### src/rtl/mbsm_pkg.sv
// Shared types and constants for the motion burst speed magnitude block.
// No dependencies; used by mbsm_mag and motion_burst_speed_magnitude_top.
package mbsm_pkg;

   // Byte position counter width and the fixed places of burst fields.
   localparam int POS_W = 4;
   localparam logic [POS_W-1:0] POS_READY   = 4'd1;
   localparam logic [POS_W-1:0] POS_X_LO    = 4'd3;
   localparam logic [POS_W-1:0] POS_X_HI    = 4'd4;
   localparam logic [POS_W-1:0] POS_Y_LO    = 4'd5;
   localparam logic [POS_W-1:0] POS_Y_HI    = 4'd6;
   localparam logic [POS_W-1:0] POS_QUALITY = 4'd7;
   localparam logic [POS_W-1:0] POS_SHUTTER = 4'd11;

   // Motion ready flag sits in bit 7 of its byte.
   localparam int READY_BIT = 7;

   // Root of a 32-bit value: one result bit per iteration.
   localparam int ROOT_ITERS = 16;
   localparam int ITER_W     = 4;

   // Largest root the block can produce (both deltas at -32768).
   localparam logic [15:0] MAG_MAX = 16'd46340;

   // Status from the magnitude engine back to the top level.
   typedef struct packed {
      logic        done;
      logic [15:0] root;
   } mag_status_type;

endpackage

### src/rtl/mbsm_mag.sv
// Magnitude engine: squares the two deltas on one shared multiplier, then
// takes an exact integer square root, one result bit per cycle. Uses mbsm_pkg.
module mbsm_mag (
   input  logic                    clock,
   input  logic                    reset,
   input  logic                    start,
   input  logic [15:0]             delta_x,
   input  logic [15:0]             delta_y,
   output mbsm_pkg::mag_status_type status
);

   localparam logic [1:0] PH_IDLE = 2'd0;
   localparam logic [1:0] PH_SQX  = 2'd1;
   localparam logic [1:0] PH_SQY  = 2'd2;
   localparam logic [1:0] PH_ROOT = 2'd3;

   logic [1:0]                  phase_ff, phase_in;
   logic [mbsm_pkg::ITER_W-1:0] iter_ff, iter_in;
   logic                        done_ff, done_in;
   logic [31:0]                 rem_ff, rem_in;
   logic [31:0]                 root_ff, root_in;
   logic [31:0]                 bit_ff, bit_in;

   logic [15:0] abs_x;
   logic [15:0] abs_y;
   logic [15:0] operand;
   logic [31:0] product;
   logic [31:0] trial;

   // Two's complement magnitude; -32768 maps to 32768, which still fits.
   assign abs_x   = delta_x[15] ? (~delta_x + 16'd1) : delta_x;
   assign abs_y   = delta_y[15] ? (~delta_y + 16'd1) : delta_y;
   assign operand = (phase_ff == PH_SQX) ? abs_x : abs_y;
   assign product = operand * operand;
   assign trial   = root_ff + bit_ff;

   always_comb begin
      phase_in = phase_ff;
      iter_in  = iter_ff;
      done_in  = 1'b0;
      rem_in   = rem_ff;
      root_in  = root_ff;
      bit_in   = bit_ff;
      case (phase_ff)
         PH_IDLE: begin
            if (start) begin
               phase_in = PH_SQX;
            end
         end
         PH_SQX: begin
            rem_in   = product;
            phase_in = PH_SQY;
         end
         PH_SQY: begin
            // Sum of squares is at most 2^31, no carry out.
            rem_in   = rem_ff + product;
            root_in  = 32'd0;
            bit_in   = 32'd1 << 30;
            iter_in  = mbsm_pkg::ITER_W'(mbsm_pkg::ROOT_ITERS - 1);
            phase_in = PH_ROOT;
         end
         PH_ROOT: begin
            if (rem_ff >= trial) begin
               rem_in  = rem_ff - trial;
               root_in = (root_ff >> 1) + bit_ff;
            end else begin
               root_in = root_ff >> 1;
            end
            bit_in = bit_ff >> 2;
            if (iter_ff == '0) begin
               done_in  = 1'b1;
               phase_in = PH_IDLE;
            end else begin
               iter_in = iter_ff - 1'b1;
            end
         end
         default: begin
            phase_in = PH_IDLE;
         end
      endcase
   end

   always_ff @(posedge clock) begin
      if (reset) begin
         phase_ff <= PH_IDLE;
         done_ff  <= 1'b0;
      end else begin
         phase_ff <= phase_in;
         done_ff  <= done_in;
      end
   end

   always_ff @(posedge clock) begin
      iter_ff <= iter_in;
      rem_ff  <= rem_in;
      root_ff <= root_in;
      bit_ff  <= bit_in;
   end

   assign status.done = done_ff;
   assign status.root = root_ff[15:0];

endmodule

### src/rtl/motion_burst_speed_magnitude_top.sv
// Top level of the motion burst speed magnitude block: byte capture, request
// sequencing and the result register. Uses mbsm_pkg and mbsm_mag.
//
// Takes an optical flow sensor's motion burst one byte per request and, on the
// last byte of each burst (position BURST_BYTES-1), returns one response with
// floor(sqrt(x*x + y*y)) of the signed 16-bit X/Y deltas (bytes 3-4 and 5-6,
// low byte first), the motion ready flag (byte 1 bit 7), surface quality
// (byte 7) and shutter upper byte (byte 11). first_of_burst forces the byte
// to position 0; otherwise the position counts on and wraps after the last
// byte. Every byte but the last is taken without a stall. After the last byte,
// req_stall stays high while the magnitude engine runs: the squares on its
// shared 16x16 multiplier and then its one-bit-per-cycle square root, then
// the load of the result register; it stays high longer only if the previous
// response is still stalled. A waiting response does not block bytes of the
// next burst.
module motion_burst_speed_magnitude_top #(
   parameter int BURST_BYTES = 12
) (
   input  logic        clock,
   input  logic        reset,
   input  logic        req_valid,
   output logic        req_stall,
   input  logic [7:0]  req_burst_byte,
   input  logic        req_first_of_burst,
   output logic        rsp_valid,
   input  logic        rsp_stall,
   output logic [15:0] rsp_speed_magnitude,
   output logic        rsp_motion_ready,
   output logic [7:0]  rsp_surface_quality,
   output logic [7:0]  rsp_shutter_hi
);

   localparam logic [mbsm_pkg::POS_W-1:0] LAST_POS = mbsm_pkg::POS_W'(BURST_BYTES - 1);

   localparam logic [1:0] ST_IDLE = 2'd0;
   localparam logic [1:0] ST_CALC = 2'd1;
   localparam logic [1:0] ST_HOLD = 2'd2;

   logic [1:0]                   state_ff, state_in;
   logic [mbsm_pkg::POS_W-1:0]   pos_ff, pos_in;
   logic [15:0]                  delta_x_ff, delta_x_in;
   logic [15:0]                  delta_y_ff, delta_y_in;
   logic                         ready_ff, ready_in;
   logic [7:0]                   quality_ff, quality_in;
   logic [7:0]                   shutter_ff, shutter_in;
   logic                         rsp_valid_ff, rsp_valid_in;
   logic [15:0]                  rsp_mag_ff;
   logic                         rsp_ready_ff;
   logic [7:0]                   rsp_quality_ff;
   logic [7:0]                   rsp_shutter_ff;

   logic                         req_accept;
   logic [mbsm_pkg::POS_W-1:0]   pos_cur;
   logic                         burst_end;
   logic                         slot_free;
   logic                         load_rsp;
   mbsm_pkg::mag_status_type     mag_status;

   // Only take bytes while the engine is idle; capture regs feed it directly.
   assign req_stall  = (state_ff != ST_IDLE);
   assign req_accept = req_valid && !req_stall;
   assign pos_cur    = req_first_of_burst ? '0 : pos_ff;
   assign burst_end  = req_accept && (pos_cur == LAST_POS);

   // Response register frees up when empty or when taken this cycle.
   assign slot_free = !rsp_valid_ff || !rsp_stall;
   assign load_rsp  = slot_free &&
                      (((state_ff == ST_CALC) && mag_status.done) || (state_ff == ST_HOLD));

   mbsm_mag u_mag (
      .clock   (clock),
      .reset   (reset),
      .start   (burst_end),
      .delta_x (delta_x_ff),
      .delta_y (delta_y_ff),
      .status  (mag_status)
   );

   // Capture burst fields at their byte positions; advance or wrap position.
   always_comb begin
      pos_in     = pos_ff;
      delta_x_in = delta_x_ff;
      delta_y_in = delta_y_ff;
      ready_in   = ready_ff;
      quality_in = quality_ff;
      shutter_in = shutter_ff;
      if (req_accept) begin
         pos_in = (pos_cur == LAST_POS) ? '0 : pos_cur + 1'b1;
         case (pos_cur)
            mbsm_pkg::POS_READY:   ready_in   = req_burst_byte[mbsm_pkg::READY_BIT];
            mbsm_pkg::POS_X_LO:    delta_x_in = {delta_x_ff[15:8], req_burst_byte};
            mbsm_pkg::POS_X_HI:    delta_x_in = {req_burst_byte, delta_x_ff[7:0]};
            mbsm_pkg::POS_Y_LO:    delta_y_in = {delta_y_ff[15:8], req_burst_byte};
            mbsm_pkg::POS_Y_HI:    delta_y_in = {req_burst_byte, delta_y_ff[7:0]};
            mbsm_pkg::POS_QUALITY: quality_in = req_burst_byte;
            mbsm_pkg::POS_SHUTTER: shutter_in = req_burst_byte;
            default: begin
            end
         endcase
      end
   end

   // Sequence: idle -> calc on the last byte; hold if the response is blocked.
   always_comb begin
      state_in = state_ff;
      case (state_ff)
         ST_IDLE: begin
            if (burst_end) begin
               state_in = ST_CALC;
            end
         end
         ST_CALC: begin
            if (mag_status.done) begin
               state_in = slot_free ? ST_IDLE : ST_HOLD;
            end
         end
         ST_HOLD: begin
            if (slot_free) begin
               state_in = ST_IDLE;
            end
         end
         default: begin
            state_in = ST_IDLE;
         end
      endcase
   end

   always_comb begin
      if (load_rsp) begin
         rsp_valid_in = 1'b1;
      end else begin
         rsp_valid_in = rsp_valid_ff && rsp_stall;
      end
   end

   always_ff @(posedge clock) begin
      if (reset) begin
         state_ff     <= ST_IDLE;
         pos_ff       <= '0;
         delta_x_ff   <= '0;
         delta_y_ff   <= '0;
         ready_ff     <= 1'b0;
         quality_ff   <= '0;
         shutter_ff   <= '0;
         rsp_valid_ff <= 1'b0;
      end else begin
         state_ff     <= state_in;
         pos_ff       <= pos_in;
         delta_x_ff   <= delta_x_in;
         delta_y_ff   <= delta_y_in;
         ready_ff     <= ready_in;
         quality_ff   <= quality_in;
         shutter_ff   <= shutter_in;
         rsp_valid_ff <= rsp_valid_in;
      end
   end

   // Fields stay put while the engine runs, since requests are stalled.
   always_ff @(posedge clock) begin
      if (load_rsp) begin
         rsp_mag_ff     <= mag_status.root;
         rsp_ready_ff   <= ready_ff;
         rsp_quality_ff <= quality_ff;
         rsp_shutter_ff <= shutter_ff;
      end
   end

   assign rsp_valid           = rsp_valid_ff;
   assign rsp_speed_magnitude = rsp_mag_ff;
   assign rsp_motion_ready    = rsp_ready_ff;
   assign rsp_surface_quality = rsp_quality_ff;
   assign rsp_shutter_hi      = rsp_shutter_ff;

   a_done_in_calc: assert property (@(posedge clock) disable iff (reset)
      mag_status.done |-> (state_ff == ST_CALC))
      else $error("engine finished outside of calc state");

   a_hold_means_full: assert property (@(posedge clock) disable iff (reset)
      (state_ff == ST_HOLD) |-> rsp_valid_ff)
      else $error("holding a result with an empty response register");

   a_pos_in_burst: assert property (@(posedge clock) disable iff (reset)
      pos_ff <= LAST_POS)
      else $error("byte position ran past the end of the burst");

   a_mag_range: assert property (@(posedge clock) disable iff (reset)
      rsp_valid_ff |-> (rsp_mag_ff <= mbsm_pkg::MAG_MAX))
      else $error("magnitude out of range");

   a_load_after_end: assert property (@(posedge clock) disable iff (reset)
      burst_end |=> (state_ff == ST_CALC))
      else $error("last byte did not start the engine");

endmodule
### config.mk
export PLATFORM = sky130hd
export DESIGN_NAME = motion_burst_speed_magnitude_top
export DESIGN_NICKNAME = d
export VERILOG_FILES = /design/src/rtl/mbsm_pkg.sv /design/src/rtl/mbsm_mag.sv /design/src/rtl/motion_burst_speed_magnitude_top.sv
export SDC_FILE = /design/constraint.sdc
export NUM_CORES = 1
export LEC_CHECK = 0
export ABC_AREA = 0
export BUFFER_PORTS_ARGS = -buffer_cell sky130_fd_sc_hd__buf_2
export CAP_MARGIN = 15
export CORE_MARGIN = 2
export CORE_UTILIZATION = 40
export DETAILED_ROUTE_END_ITERATION = 7
export GPL_TIMING_DRIVEN = 0
export PLACE_DENSITY = 0.6
export SLEW_MARGIN = 20
export SYNTH_ARGS = -nofsm -noshare
export SYNTH_HDL_FRONTEND = slang
export SYNTH_SLANG_ARGS = --single-unit
### constraint.sdc
create_clock -name clock -period 10.42 [get_ports clock]
set_clock_uncertainty 0.05 [all_clocks]
set_input_delay 2.084 -clock clock [delete_from_list [all_inputs] [get_ports clock]]
set_output_delay 2.084 -clock clock [all_outputs]
set_load 0.03 [all_outputs]
==> impl_metrics.sql <==
INSERT INTO impl_metrics (metric_group, metric, value, unit) VALUES
('setup_path', 'worstReg2RegEnd', 'u_mag.rem_ff[30]$_DFFE_PP_', ''),
('final_layout', 'stdcell_area', '0.0218', 'mm^2'),
('cts', 'cts-htree-levels', '4', ''),
('worst_hold_path', 'min-delay-path-class', 'register to register', ''),
('setup_path', 'crit_path_start_kind', 'register', ''),
('die', 'initial_core_utilization', '0.404', ''),
('global_route', 'grt_first_pass_wirelength', '85100', 'um'),
('global_route', 'antenna_found_initial', '0', ''),
('route', 'totalWireLength', '52100', 'um'),
('final_layout', 'area_taken_by_multi_input_logic_gates', '0.0140', 'mm^2'),
('power_and_ir_drop', 'power.density_cell_area', '106', 'mW/mm^2'),
('global_route', 'groute.usage.overall', '0.213', ''),
('run_status', 'status', 'finished clean', ''),
('cts', 'tritoncts_clock_tree', 'yes', ''),
('setup_path', 'critical_path_buf_inv_count', '6', ''),
('setup_path', 'timing.critical_path.mode_cell', 'fa_1', ''),
('worst_hold_path', 'worstHoldPathCells', '0', ''),
('logic_synthesis', 'synth.yosys.seq_area_share', '0.238', ''),
('cts', 'cts.path.max_buffers', '2', ''),
('final_layout', 'mostFrequentLayoutCells', '254 x inv_1, 205 x ha_1, 202 x nand2_1', ''),
('sta', 'fmaxAchievable', '100', 'MHz'),
('setup_path', 'worstPathMaxFanout', '10', ''),
('final_layout', 'num-nets-final', '2662', ''),
('worst_hold_path', 'worst_hold_path.endpoint', 'rsp_surface_quality[4]$_DFFE_PP_', ''),
('final_layout', 'sequential_cell_area', '0.00469', 'mm^2'),
('sta', 'final_min_period_over_clock_period', '0.960', ''),
('place', 'gpl.final_weighted_congestion', '0.925', ''),
('run', 'maxCapViolCount', '0', ''),
('place', 'portBuffers', '46', ''),
('sta', 'hold_violations', '0', ''),
('route', 'firstDrtPassIters', '5', ''),
('setup_path', 'critPathRequiredTime', '10600', 'ps'),
('setup_path', 'worst_r2r_path_depth', '38', ''),
('place', 'hpwl', '41400', 'um'),
('setup_path', 'criticalPathCategory', 'register to register', ''),
('sta', 'slew_headroom', '0.306', ''),
('logic_synthesis', 'yosys_register_bits', '176', ''),
('route', 'vias', '15830', ''),
('final_layout', 'leading_cell_type_in_the_layout_fill_and_taps_excluded', 'inv_1', ''),
('setup_path', 'reg2reg_launch_point', 'delta_x_ff[2]$_SDFFE_PP0P_', ''),
('global_route', 'globalRoute.totalOverflow', '0', ''),
('final_layout', 'post_route_cells_drive_above_1_share', '0.0777', ''),
('final_layout', 'areaGrowthSynthToFinish', '10.4', '%'),
('setup_path', 'critPathLaunch', 'delta_x_ff[2]$_SDFFE_PP0P_', ''),
('sta', 'setup-tns-final', '0', 'ps'),
('global_route', 'grt_max_degree', '52', ''),
('setup_path', 'cp-end-kind', 'register', ''),
('logic_synthesis', 'number_of_synthesized_flops_with_an_enable_pin', '117', ''),
('cts', 'cts_made_buffers', '17', ''),
('final_layout', 'nFillCells', '4693', ''),
('power_and_ir_drop', 'ir_drop', '138', 'uV'),
('die', 'placementRows', '81', ''),
('place', 'postPlaceCellArea', '0.0209', 'mm^2'),
('route', 'post-route-drc-count', '0', ''),
('setup_path', 'crit_path_max_incr_delay', '590', 'ps'),
('setup_path', 'r2r_setup_slk', '420', 'ps'),
('cts', 'cts_hold_buffers', '0', ''),
('route', 'postRouteAntennaNets', '0', ''),
('route', 'first_iter_violations', '877', ''),
('logic_synthesis', 'async_reset_ff_frac', '0', ''),
('logic_synthesis', 'yosys_warnings', '0', ''),
('power_and_ir_drop', 'total_leakage_power', '9.98', 'nW'),
('setup_path', 'category_of_cells_accounting_for_the_largest_share_of_critical_path_delay', 'adder cells', ''),
('sta', 'drv_slew', '0', ''),
('route', 'via_per_inst', '5.36', ''),
('global_route', 'first_global_vias', '16184', ''),
('cts', 'clk_pin_slew', '70', 'ps'),
('sta', 'worst_slew_pin_slew', '1040', 'ps'),
('logic_synthesis', 'post_syn_instances', '2197', ''),
('die', 'fp.dieH', '226', 'um'),
('cts', 'clock_insertion_delay_worst_skew', '470', 'ps');
==> cell type report <==
| class | instances | share of cell area |
|---|---|---|
| inverter | 269 | 0.0469 |
| clock buffer | 18 | 0.0202 |
| tap | 664 | 0.0382 |
| buffer | 74 | 0.0141 |
| sequential | 176 | 0.216 |
| clock inverter | 14 | 0.00713 |
| timing repair buffer | 55 | 0.0155 |
| multi-input combinational | 1686 | 0.642 |
==> cell families (layout without fill, tap and decap cells) <==
logic type / count (synthesis) / after routing / share of synthesized area
and+or+nand+nor: 616 / 616 / 0.145
adders and majority gates: 370 / 370 / 0.297
AOI/OAI and AO/OA: 484 / 484 / 0.159
other: 2 / 11 / 0.000381
DFF: 176 / 176 / 0.238
buffers and inverters: 344 / 430 / 0.0662
xor gates and xnor gates: 158 / 158 / 0.0706
muxes: 47 / 47 / 0.0242
==> worst register-to-register path, delay by kind of cell (launching register included) <==
kind / cells / cell delay [ps]
AO/OA/AOI/OAI: 10 / 1770
XOR/XNOR: 3 / 430
adder cells (fa/ha/maj): 8 / 3780
buffers and inverters: 6 / 720
flip-flops: 1 / 380
AND/OR/NAND/NOR: 11 / 2630
==> worst max-delay path by stage <==
| stage | end | slack, ps |
|---|---|---|
| 2_1_floorplan | u_mag.rem_ff[29]$_DFFE_PP_ | 1170 |
| 3_3_place_gp | u_mag.rem_ff[29]$_DFFE_PP_ | -690 |
| 3_5_place_dp | u_mag.rem_ff[29]$_DFFE_PP_ | -690 |
| 4_1_cts | u_mag.rem_ff[29]$_DFFE_PP_ | 9 |
| 5_1_grt | u_mag.rem_ff[30]$_DFFE_PP_ | -3 |
| 6_report | u_mag.rem_ff[30]$_DFFE_PP_ | 420 |
==> state kept, by name, indices dropped and copies added, names as in the netlist <==
name,flops
u_mag.done_ff,1
ready_ff,1
delta_x_ff,16
rsp_shutter_hi,8
u_mag.phase_ff,2
delta_y_ff,16
u_mag.rem_ff,32
u_mag.bit_ff,16
quality_ff,8
state_ff,2
shutter_ff,8
rsp_motion_ready,1
u_mag.root_ff,32
pos_ff,4
u_mag.iter_ff,4
rsp_valid,1
rsp_speed_magnitude,16
rsp_surface_quality,8
==> routing by layer <==
metal,up-vias,GRT usage,wire length (um)
met2,362,0.359,24600
met5,-,0,0
met4,0,0.0728,1380
met3,72,0.0294,2210
met1,7670,0.279,23900
li1,7726,-,-
==> Yosys cell counts, types with 6 or more instances <==
library cell	number	share of area
inv_1	255	0.049
ha_1	208	0.13
nand2_1	203	0.039
nor2_1	192	0.037
fa_1	162	0.16
a21oi_1	128	0.032
edfxtp_1	117	0.18
o21ai_0	83	0.021
xnor2_1	82	0.036
xor2_1	75	0.033
clkbuf_1	65	0.012
dfxtp_1	59	0.060
a21o_1	47	0.018
a31oi_1	42	0.013
mux2i_1	41	0.021
nand3_1	40	0.010
nor3_1	25	0.0063
a211oi_1	24	0.0091
nor2b_1	24	0.0076
nand2b_1	23	0.0073
o21bai_1	23	0.0088
and2_1	21	0.0067
o21ai_1	20	0.0051
a22oi_1	15	0.0057
nand4_1	15	0.0048
and3_1	13	0.0041
o31ai_1	13	0.0050
a31o_2	12	0.0053
o21a_1	12	0.0046
or3_1	12	0.0038
inv_2	10	0.0019
o221ai_1	9	0.0040
nor3b_1	8	0.0030
a31o_1	7	0.0031
buf_1	6	0.0011
mux2_2	6	0.0034
nand3b_1	6	0.0023
o211ai_1	6	0.0023
o41ai_1	6	0.0027
or2_2	6	0.0019
==> what timing repair did <==
action                     4_1_cts  5_1_grt
pin swaps                        0        7
buffers inserted                 0        7
gates resized for setup         10       47
setup endpoints to repair       10       13
hold endpoints to repair         0        0
==> through the flow <==
step	std cells	util	total power [W]	hold slack, ps	setup slack (ps)
floorplan	2206	-	0.00140	358	1170
global placement	2916	0.427	0.00160	362	-689
detailed placement	2918	0.429	0.00162	367	-686
CTS	2950	0.441	0.00229	383	8.96
global route	2956	0.446	0.00245	389	-3.00
finish	2956	0.446	0.00231	382	421
==> power breakdown <==
group	switching [W]	internal, W
clock network	0.000304	0.000363
logic	0.000517	0.000319
registers	0.0000297	0.000781
Power figures use the tool's default switching activity.
